## src/rtl/core/este_pkg.sv

```systemverilog
package este_pkg;

	// Longest byte run of one event: two address bytes and four timestamp bytes.
	localparam int MAX_BYTES = 6;
	localparam int CNT_W = 3;
	localparam int QUEUE_DEPTH = 4;

	// data_format codes
	localparam logic [2:0] FMT_NONE  = 3'd0;
	localparam logic [2:0] FMT_DELTA = 3'd1;
	localparam logic [2:0] FMT_ABS2  = 3'd2;
	localparam logic [2:0] FMT_ABS3  = 3'd3;
	localparam logic [2:0] FMT_ABS4  = 3'd4;

	// Register byte address
	localparam logic [2:0] ADDR_DATA_FORMAT = 3'd0;

	localparam logic [7:0]  GROUP_MARK  = 8'h80;
	localparam logic [31:0] LIMIT_ONE   = 32'h0000_007F;
	localparam logic [31:0] LIMIT_TWO   = 32'h0000_3FFF;
	localparam logic [31:0] LIMIT_THREE = 32'h001F_FFFF;

	// One classified event: its bytes in send order and how many there are.
	typedef struct packed {
		logic [MAX_BYTES-1:0][7:0] bytes;
		logic [CNT_W-1:0]          count;
	} este_desc_t;

	typedef struct packed {
		logic full;
		logic empty;
	} este_qstat_t;

endpackage

```

## src/rtl/core/event_stream_timestamp_encoder.sv

```systemverilog
// Sensor event to byte-stream encoder.
// Input channel s_*: one transaction per event (16-bit address, 32-bit time).
// Output channel m_*: one byte per transaction; m_tlast marks the final byte
// of each event's run of 2 to 6 bytes.
// APB port: data_format register at byte address 0 (0 none, 1 delta varint,
// 2/3/4 absolute timestamp bytes; 5 to 7 act as none). Write it while idle.
// With the queue empty and the output register free, the first byte of an
// event is valid on m_* once the event has entered the queue and that byte
// has been loaded into the output register; then one byte per cycle while
// m_tready stays high. The event rate is set by the single-byte output
// register of the back end, which sends each event's 2 to 6 bytes in turn.
// A front end classifies each event and queues its bytes (QUEUE_DEPTH events);
// s_tready drops only when that queue is full, so input keeps flowing while
// the receiver stalls, and the output byte holds until taken.
// Reset clears the format register to 0, the delta reference time to 0 and
// empties the queue; no byte is pending after reset.
module event_stream_timestamp_encoder
	import este_pkg::*;
#(
	parameter int DEPTH = QUEUE_DEPTH
) (
	input  logic        clk,
	input  logic        arst_n,
	// s_tdata: event_address [15:0], event_time [47:16]
	input  logic        s_tvalid,
	output logic        s_tready,
	input  logic [47:0] s_tdata,
	// m_tdata: out_byte [7:0]; m_tlast: last_byte
	output logic        m_tvalid,
	input  logic        m_tready,
	output logic [7:0]  m_tdata,
	output logic        m_tlast,
	input  logic        psel,
	input  logic        penable,
	input  logic        pwrite,
	input  logic [2:0]  paddr,
	input  logic [31:0] pwdata,
	output logic [31:0] prdata,
	output logic        pready
);

	logic [2:0]  fmt_q;
	logic        push;
	logic        pop;
	este_desc_t  wr_desc;
	este_desc_t  head;
	este_qstat_t qstat;

	// Register port: zero wait states; writes to other addresses are dropped.
	assign pready = 1'b1;
	assign prdata = (paddr == ADDR_DATA_FORMAT) ? {29'd0, fmt_q} : '0;

	always_ff @(posedge clk or negedge arst_n) begin
		if (!arst_n) begin
			fmt_q <= FMT_NONE;
		end else if (psel && penable && pwrite && pready && paddr == ADDR_DATA_FORMAT) begin
			fmt_q <= pwdata[2:0];
		end
	end

	// Front: accept and classify one event into its byte run.
	este_front u_front (
		.clk         (clk),
		.arst_n      (arst_n),
		.data_format (fmt_q),
		.s_tvalid    (s_tvalid),
		.s_tready    (s_tready),
		.s_tdata     (s_tdata),
		.qstat       (qstat),
		.push        (push),
		.desc        (wr_desc)
	);

	// Queue of classified events between the two sides.
	este_queue #(
		.DEPTH (DEPTH)
	) u_queue (
		.clk     (clk),
		.arst_n  (arst_n),
		.push    (push),
		.wr_desc (wr_desc),
		.pop     (pop),
		.rd_desc (head),
		.qstat   (qstat)
	);

	// Back: serialize the head event one byte per cycle while m_tready is high.
	este_back u_back (
		.clk      (clk),
		.arst_n   (arst_n),
		.head     (head),
		.qstat    (qstat),
		.pop      (pop),
		.m_tvalid (m_tvalid),
		.m_tready (m_tready),
		.m_tdata  (m_tdata),
		.m_tlast  (m_tlast)
	);

endmodule

```

## src/rtl/core/este_front.sv

```systemverilog
module este_front
	import este_pkg::*;
(
	input  logic        clk,
	input  logic        arst_n,
	input  logic [2:0]  data_format,
	input  logic        s_tvalid,
	output logic        s_tready,
	input  logic [47:0] s_tdata,
	input  este_qstat_t qstat,
	output logic        push,
	output este_desc_t  desc
);

	logic [15:0] addr;
	logic [31:0] t;
	logic [31:0] prev_time_q;
	logic [31:0] delta;
	logic [CNT_W-1:0] ts_n;
	logic [3:0][7:0] ts;

	assign addr     = s_tdata[15:0];
	assign t        = s_tdata[47:16];
	assign s_tready = !qstat.full;
	assign push     = s_tvalid && s_tready;
	assign delta    = t - prev_time_q;

	// Timestamp bytes, left aligned in send order.
	always_comb begin
		ts   = '0;
		ts_n = '0;
		case (data_format)
			FMT_DELTA: begin
				if (delta < LIMIT_ONE) begin
					ts_n  = 3'd1;
					ts[0] = GROUP_MARK | {1'b0, delta[6:0]};
				end else if (delta < LIMIT_TWO) begin
					ts_n  = 3'd2;
					ts[0] = {1'b0, delta[13:7]};
					ts[1] = GROUP_MARK | {1'b0, delta[6:0]};
				end else if (delta < LIMIT_THREE) begin
					ts_n  = 3'd3;
					ts[0] = {1'b0, delta[20:14]};
					ts[1] = {1'b0, delta[13:7]};
					ts[2] = GROUP_MARK | {1'b0, delta[6:0]};
				end else begin
					ts_n  = 3'd4;
					ts[0] = {1'b0, delta[27:21]};
					ts[1] = {1'b0, delta[20:14]};
					ts[2] = {1'b0, delta[13:7]};
					ts[3] = GROUP_MARK | {1'b0, delta[6:0]};
				end
			end
			FMT_ABS2: begin
				ts_n  = 3'd2;
				ts[0] = t[15:8];
				ts[1] = t[7:0];
			end
			FMT_ABS3: begin
				ts_n  = 3'd3;
				ts[0] = t[23:16];
				ts[1] = t[15:8];
				ts[2] = t[7:0];
			end
			FMT_ABS4: begin
				ts_n  = 3'd4;
				ts[0] = t[31:24];
				ts[1] = t[23:16];
				ts[2] = t[15:8];
				ts[3] = t[7:0];
			end
			default: begin
				ts_n = '0;
			end
		endcase
	end

	always_comb begin
		desc.bytes    = '0;
		desc.bytes[0] = addr[15:8] | GROUP_MARK;
		desc.bytes[1] = addr[7:0];
		desc.bytes[2] = ts[0];
		desc.bytes[3] = ts[1];
		desc.bytes[4] = ts[2];
		desc.bytes[5] = ts[3];
		desc.count    = ts_n + 3'd2;
	end

	// Advance the delta reference only on events sent in delta format.
	always_ff @(posedge clk or negedge arst_n) begin
		if (!arst_n) begin
			prev_time_q <= '0;
		end else if (push && data_format == FMT_DELTA) begin
			prev_time_q <= t;
		end
	end

endmodule

```

## src/rtl/core/este_queue.sv

```systemverilog
module este_queue
	import este_pkg::*;
#(
	parameter int DEPTH = QUEUE_DEPTH
) (
	input  logic        clk,
	input  logic        arst_n,
	input  logic        push,
	input  este_desc_t  wr_desc,
	input  logic        pop,
	output este_desc_t  rd_desc,
	output este_qstat_t qstat
);

	localparam int PTR_W = (DEPTH > 1) ? $clog2(DEPTH) : 1;
	localparam int CNT_W_Q = $clog2(DEPTH + 1);

	este_desc_t mem_q [DEPTH];
	logic [PTR_W-1:0]   wr_ptr_q;
	logic [PTR_W-1:0]   rd_ptr_q;
	logic [CNT_W_Q-1:0] cnt_q;
	logic do_push;
	logic do_pop;

	assign qstat.full  = (cnt_q == CNT_W_Q'(DEPTH));
	assign qstat.empty = (cnt_q == '0);
	assign do_push     = push && !qstat.full;
	assign do_pop      = pop && !qstat.empty;
	assign rd_desc     = mem_q[rd_ptr_q];

	always_ff @(posedge clk) begin
		if (do_push) begin
			mem_q[wr_ptr_q] <= wr_desc;
		end
	end

	always_ff @(posedge clk or negedge arst_n) begin
		if (!arst_n) begin
			wr_ptr_q <= '0;
			rd_ptr_q <= '0;
			cnt_q    <= '0;
		end else begin
			if (do_push) begin
				wr_ptr_q <= (wr_ptr_q == PTR_W'(DEPTH - 1)) ? '0 : wr_ptr_q + 1'b1;
			end
			if (do_pop) begin
				rd_ptr_q <= (rd_ptr_q == PTR_W'(DEPTH - 1)) ? '0 : rd_ptr_q + 1'b1;
			end
			case ({do_push, do_pop})
				2'b10:   cnt_q <= cnt_q + 1'b1;
				2'b01:   cnt_q <= cnt_q - 1'b1;
				default: cnt_q <= cnt_q;
			endcase
		end
	end

endmodule

```

## src/rtl/core/este_back.sv

```systemverilog
module este_back
	import este_pkg::*;
(
	input  logic        clk,
	input  logic        arst_n,
	input  este_desc_t  head,
	input  este_qstat_t qstat,
	output logic        pop,
	output logic        m_tvalid,
	input  logic        m_tready,
	output logic [7:0]  m_tdata,
	output logic        m_tlast
);

	logic [CNT_W-1:0] idx_q;
	logic m_tvalid_q;
	logic [7:0] m_tdata_q;
	logic m_tlast_q;
	logic load;
	logic is_last;

	assign load     = !qstat.empty && (!m_tvalid_q || m_tready);
	assign is_last  = (idx_q == head.count - 3'd1);
	assign pop      = load && is_last;
	assign m_tvalid = m_tvalid_q;
	assign m_tdata  = m_tdata_q;
	assign m_tlast  = m_tlast_q;

	always_ff @(posedge clk or negedge arst_n) begin
		if (!arst_n) begin
			idx_q      <= '0;
			m_tvalid_q <= 1'b0;
		end else if (load) begin
			m_tvalid_q <= 1'b1;
			idx_q      <= is_last ? '0 : idx_q + 1'b1;
		end else if (m_tready) begin
			m_tvalid_q <= 1'b0;
		end
	end

	always_ff @(posedge clk) begin
		if (load) begin
			m_tdata_q <= head.bytes[idx_q];
			m_tlast_q <= is_last;
		end
	end

endmodule

```

## config.mk

```make
export PLATFORM = sky130hd
export DESIGN_NAME = event_stream_timestamp_encoder
export DESIGN_NICKNAME = d
export VERILOG_FILES = /design/src/rtl/core/este_pkg.sv /design/src/rtl/core/event_stream_timestamp_encoder.sv /design/src/rtl/core/este_front.sv /design/src/rtl/core/este_queue.sv /design/src/rtl/core/este_back.sv
export SDC_FILE = /design/constraint.sdc
export NUM_CORES = 1
export LEC_CHECK = 0
export ABC_AREA = 1
export BUFFER_PORTS_ARGS = -buffer_cell sky130_fd_sc_hd__buf_4
export CAP_MARGIN = 5
export CORE_UTILIZATION = 30
export CTS_CLUSTER_SIZE = 16
export DETAILED_ROUTE_END_ITERATION = 10
export PLACE_DENSITY = 0.58
export SETUP_SLACK_MARGIN = 0.2
export SYNTH_ARGS = -nofsm -noshare
export SYNTH_HDL_FRONTEND = slang
export SYNTH_SLANG_ARGS = --single-unit
export TNS_END_PERCENT = 1
```

## constraint.sdc

```tcl
create_clock -name clk -period 11.35 [get_ports clk]
set_input_delay 0.5675 -clock clk [delete_from_list [all_inputs] [get_ports clk]]
set_output_delay 0.5675 -clock clk [all_outputs]
set_load 0.005 [all_outputs]
```

==> results.md <==
- Total congestion overflow: 0
- Switching share of power: 43.65%
- WS Path Type: flip-flop to flip-flop
- Critical path peak fanout: 22
- Setup tns final: 0 ps
- Residual DRC count: 14
- Antenna Cells: 0
- Cell mode on critical path: nand2_1
- Die width: 219.8 microns
- First-pass GRT wire length: 62240 microns
- Critical path cell sequence: ha_1, fa_1, inv_1, nand3_1, nand3_1, nand2_1, nand2_1, nand3_1, nand3_1, nand2_1, nand2_1, nand2_1, nor2_1, nand2_2, nor2_2, nand2_1, inv_2, nand3_1, nand2_1, inv_1
- Pwr/cell area: 270.7 nW/um^2
- RSZ-0062 raised after global routing: false
- DP Worst Slack: 6352 ps
- Resized Gates After CTS: 0
- Min Tclk post-route: 4729 ps
- Final Hold Violating Endpoints: 0
- Failing checks: DRC
- Crit-path leading delay family: simple AND/OR/NAND/NOR gates
- VDD IR-drop max: 0.1401 mV
- CP Capture Type: flip-flop
- Mapped Avg Cell Area: 8.484 sq um
- Detail Route Antenna Nets: 0
- CP startpoint kind: flip-flop
- Reg2reg start: u_front.prev_time_q[0]
- Die Y: 219.8 microns
- # setup viols final: 0
- Synth warn: 0
- Final wirelength: 40520 microns
- Syn Std Cell Area: 14230 sq um
- Slowest stage delay, CP: 650 ps
- Routed WL per cell: 17.17 microns
- Flop pwr share: 32.4%
- Via Count: 11.47k
- Num CTS Buffers: 28
- Distinct cells, synth: 40
- Synthesis-stage register bit count: 255
- Leakage: 7.073 nW
- Cts hold-fix bufs: 0
- Dominant cell type by area after synthesis: edfxtp_1
- Clock skew: 19.65 ps
- Clk buf depth: 3
- Final net count: 1863
- CTS tree: done
- R2R Path End: u_queue.mem_q[3][1]
- DR vias/cell: 4.862
- Status: complete, but fails checks
- R2r worst-path depth: 20
- Fillers: 4811
- Slowest-stage cell, CP: nand2_1
- Ranking of synthesized cells by area: edfxtp_1, nand2_1, dfrtp_1
- Switching power: 0.001916 W
- Slew headroom: 26.51%
- Yosys top cell area share: 44.11%
- Vias in the first global route: 10.90k
- Internal: 0.002473 W
- Area growth syn-to-layout: 13.96%
- Cell Rows: 79
- Core area: 46650 sq um
- Max_cap viols: 0
- IO Count: 134
- Gr usage total: 16.83%
- CP arrival: 5030 ps
- 1st-iter DRT viols: 812
- Clock Latency Late Sink: 580 ps
- Largest net degree at the start of global routing: 104
- Root buf cell: clkbuf_16
- Worst path bufs/invs: 3
- Port buffer count: 73
- Clock sinks: 255
- H-tree levels: 1
- Starting Density: 30.50%
- Synth Instances: 1677
- GP Congestion: 0.9063
- Final worst setup slack: 6621 ps
- Logic pwr share: 47.1%
- DP HPWL: 28260 microns
- Clock slew at reported path FFs: 60 ps
- Worst slew pin tran: 1099 ps
- Initial antenna violation count: 0
- Drt pass-1 iters: 8
- Slew Viols, Final: 0
- Post-CTS setup buffer count: 0
- Worst Hold Class: primary input to asynchronous set/reset pin
- Period Utilization, post-route: 41.67%
- Seq/Total Area, Yosys: 52.20%
- R2R Setup Slk: 6620 ps
- Fmax: 0.2115 GHz
- CP Data Required Time: 11650 ps
- Die ar.: 48300 sq um
- Clock power share: 20.5%
- Layout cells sized above 1: 9.869%
==> cell usage in the layout (no fill, tap or decap), drive strengths merged <==
cell type	netlist	final
o22ai	42	42
a32o	1	1
nor2	198	198
or3	1	1
fa	2	2
and2	2	2
o21bai	2	2
bufinv	0	3
buf	40	86
o221ai	28	28
o211ai	18	18
xor2	11	11
nand3	101	101
a32oi	1	1
a31oi	1	1
dfrtp	46	46
clkinvlp	0	2
conb	2	30
edfxtp	209	209
nand3b	5	5
clkbuf	49	36
o21ai	143	143
a21oi	42	42
inv	243	243
nand2	424	424
xnor2	3	3
clkinv	1	11
nor3	8	8
nand4	15	15
ha	39	39
==> metrics by stage <==
stage,power [W],cell area (sq um),cells,util (%),hold slack (ps)
after floorplan,0.002844,14330,1705,-,271.9
after global placement,0.003475,15300,2309,32.79,465.1
after detailed placement,0.003501,15300,2309,32.79,475.7
after CTS,0.004420,16210,2360,34.75,55.34
after global routing,0.004729,16210,2360,34.75,82.09
final,0.004389,16210,2360,34.75,34.69
==> cell usage after synthesis <==
master and number:
nand4_1 15, or3_1 1, o211ai_1 18, buf_4 31, xnor2_1 3, nor2_8 1
fa_1 2, nand3b_1 5, and2_1 2, nand2_4 1, xor2_2 1, a32oi_1 1
o221ai_1 28, buf_2 4, nor3_1 8, buf_1 2, nor2_1 189, inv_1 232
nor2_2 7, dfrtp_1 46, o22ai_1 42, conb_1 2, o21bai_1 2, a21oi_1 42
inv_2 11, nand2_1 410, o21ai_0 139, nand3_1 97, nand3_2 4, clkbuf_1 49
a31oi_1 1, nand2_2 13, clkinv_1 1, xor2_1 10, buf_6 3, a32o_1 1
nor2_4 1, ha_1 39, o21ai_1 4, edfxtp_1 209
==> power groups by stage <==
stage / Combinational (W) / Clock [W] / Sequential (W)
floorplan: 0.00142 / 0 / 0.00143
global placement: 0.00204 / 0 / 0.00143
detailed placement: 0.00206 / 0 / 0.00144
CTS: 0.00207 / 0.000926 / 0.00142
global route: 0.00233 / 0.000959 / 0.00144
finish: 0.00207 / 0.000901 / 0.00142
==> state kept, by name, summed over array words and instances (netlist names) <==
| signal | cells |
|---|---|
| u_queue.cnt_q | 3 |
| fmt_q | 3 |
| u_back.idx_q | 3 |
| u_front.prev_time_q | 32 |
| u_back.m_tlast | 1 |
| u_queue.wr_ptr_q | 2 |
| u_queue.mem_q | 200 |
| u_back.m_tvalid | 1 |
| u_back.m_tdata | 8 |
| u_queue.rd_ptr_q | 2 |
==> worst max-delay path by stage <==
stage	from	to	slack (ps)	depth (start not counted)
6_report	u_front.prev_time_q[0]	u_queue.mem_q[3][1]	6620	20
5_1_grt	u_queue.rd_ptr_q[0]	u_queue.cnt_q[2]	6150	17
4_1_cts	u_queue.rd_ptr_q[0]	u_queue.cnt_q[2]	6580	16
3_5_place_dp	s_tdata[16]	u_queue.mem_q[2][1]	6350	22
3_3_place_gp	s_tdata[16]	u_queue.mem_q[1][2]	6380	20
2_1_floorplan	u_queue.rd_ptr_q[0]	u_queue.cnt_q[2]	7630	18
==> area by class of cell <==
cell class	count	area, sq um	share of cell area [%]
clock inverters	15	183.9	1.134
well taps	607	759.5	4.684
repair buffers	86	645.6	3.982
multi-input cells	1117	5549	34.23
flip-flops and latches	255	7428	45.82
clock buffers	36	730.7	4.507
inverters	244	915.9	5.649
==> cell families after synthesis <==
kind of cell,count (synthesis),synth area share (%)
adders and majority gates,41,3.711
and+or+nand+nor,754,22.01
xor gates and xnor gates,14,0.9146
buffers and inverters,333,9.797
other,2,0.05279
AOI/OAI and AO/OA,278,11.31
DFF,255,52.20
==> metal layers <==
metal  track usage (%)  vias up  wire [microns]  part of all wire, %
met5                 0        -               0                    0
met1             23.11     5455           18770                   46
met4             5.379        0            1357                  3.3
li1                  -     5615               -                    -
met2             27.01      328           18230                   45
met3             2.622       76            2169                  5.4
Note: power is estimated with default switching activity, not from simulation.
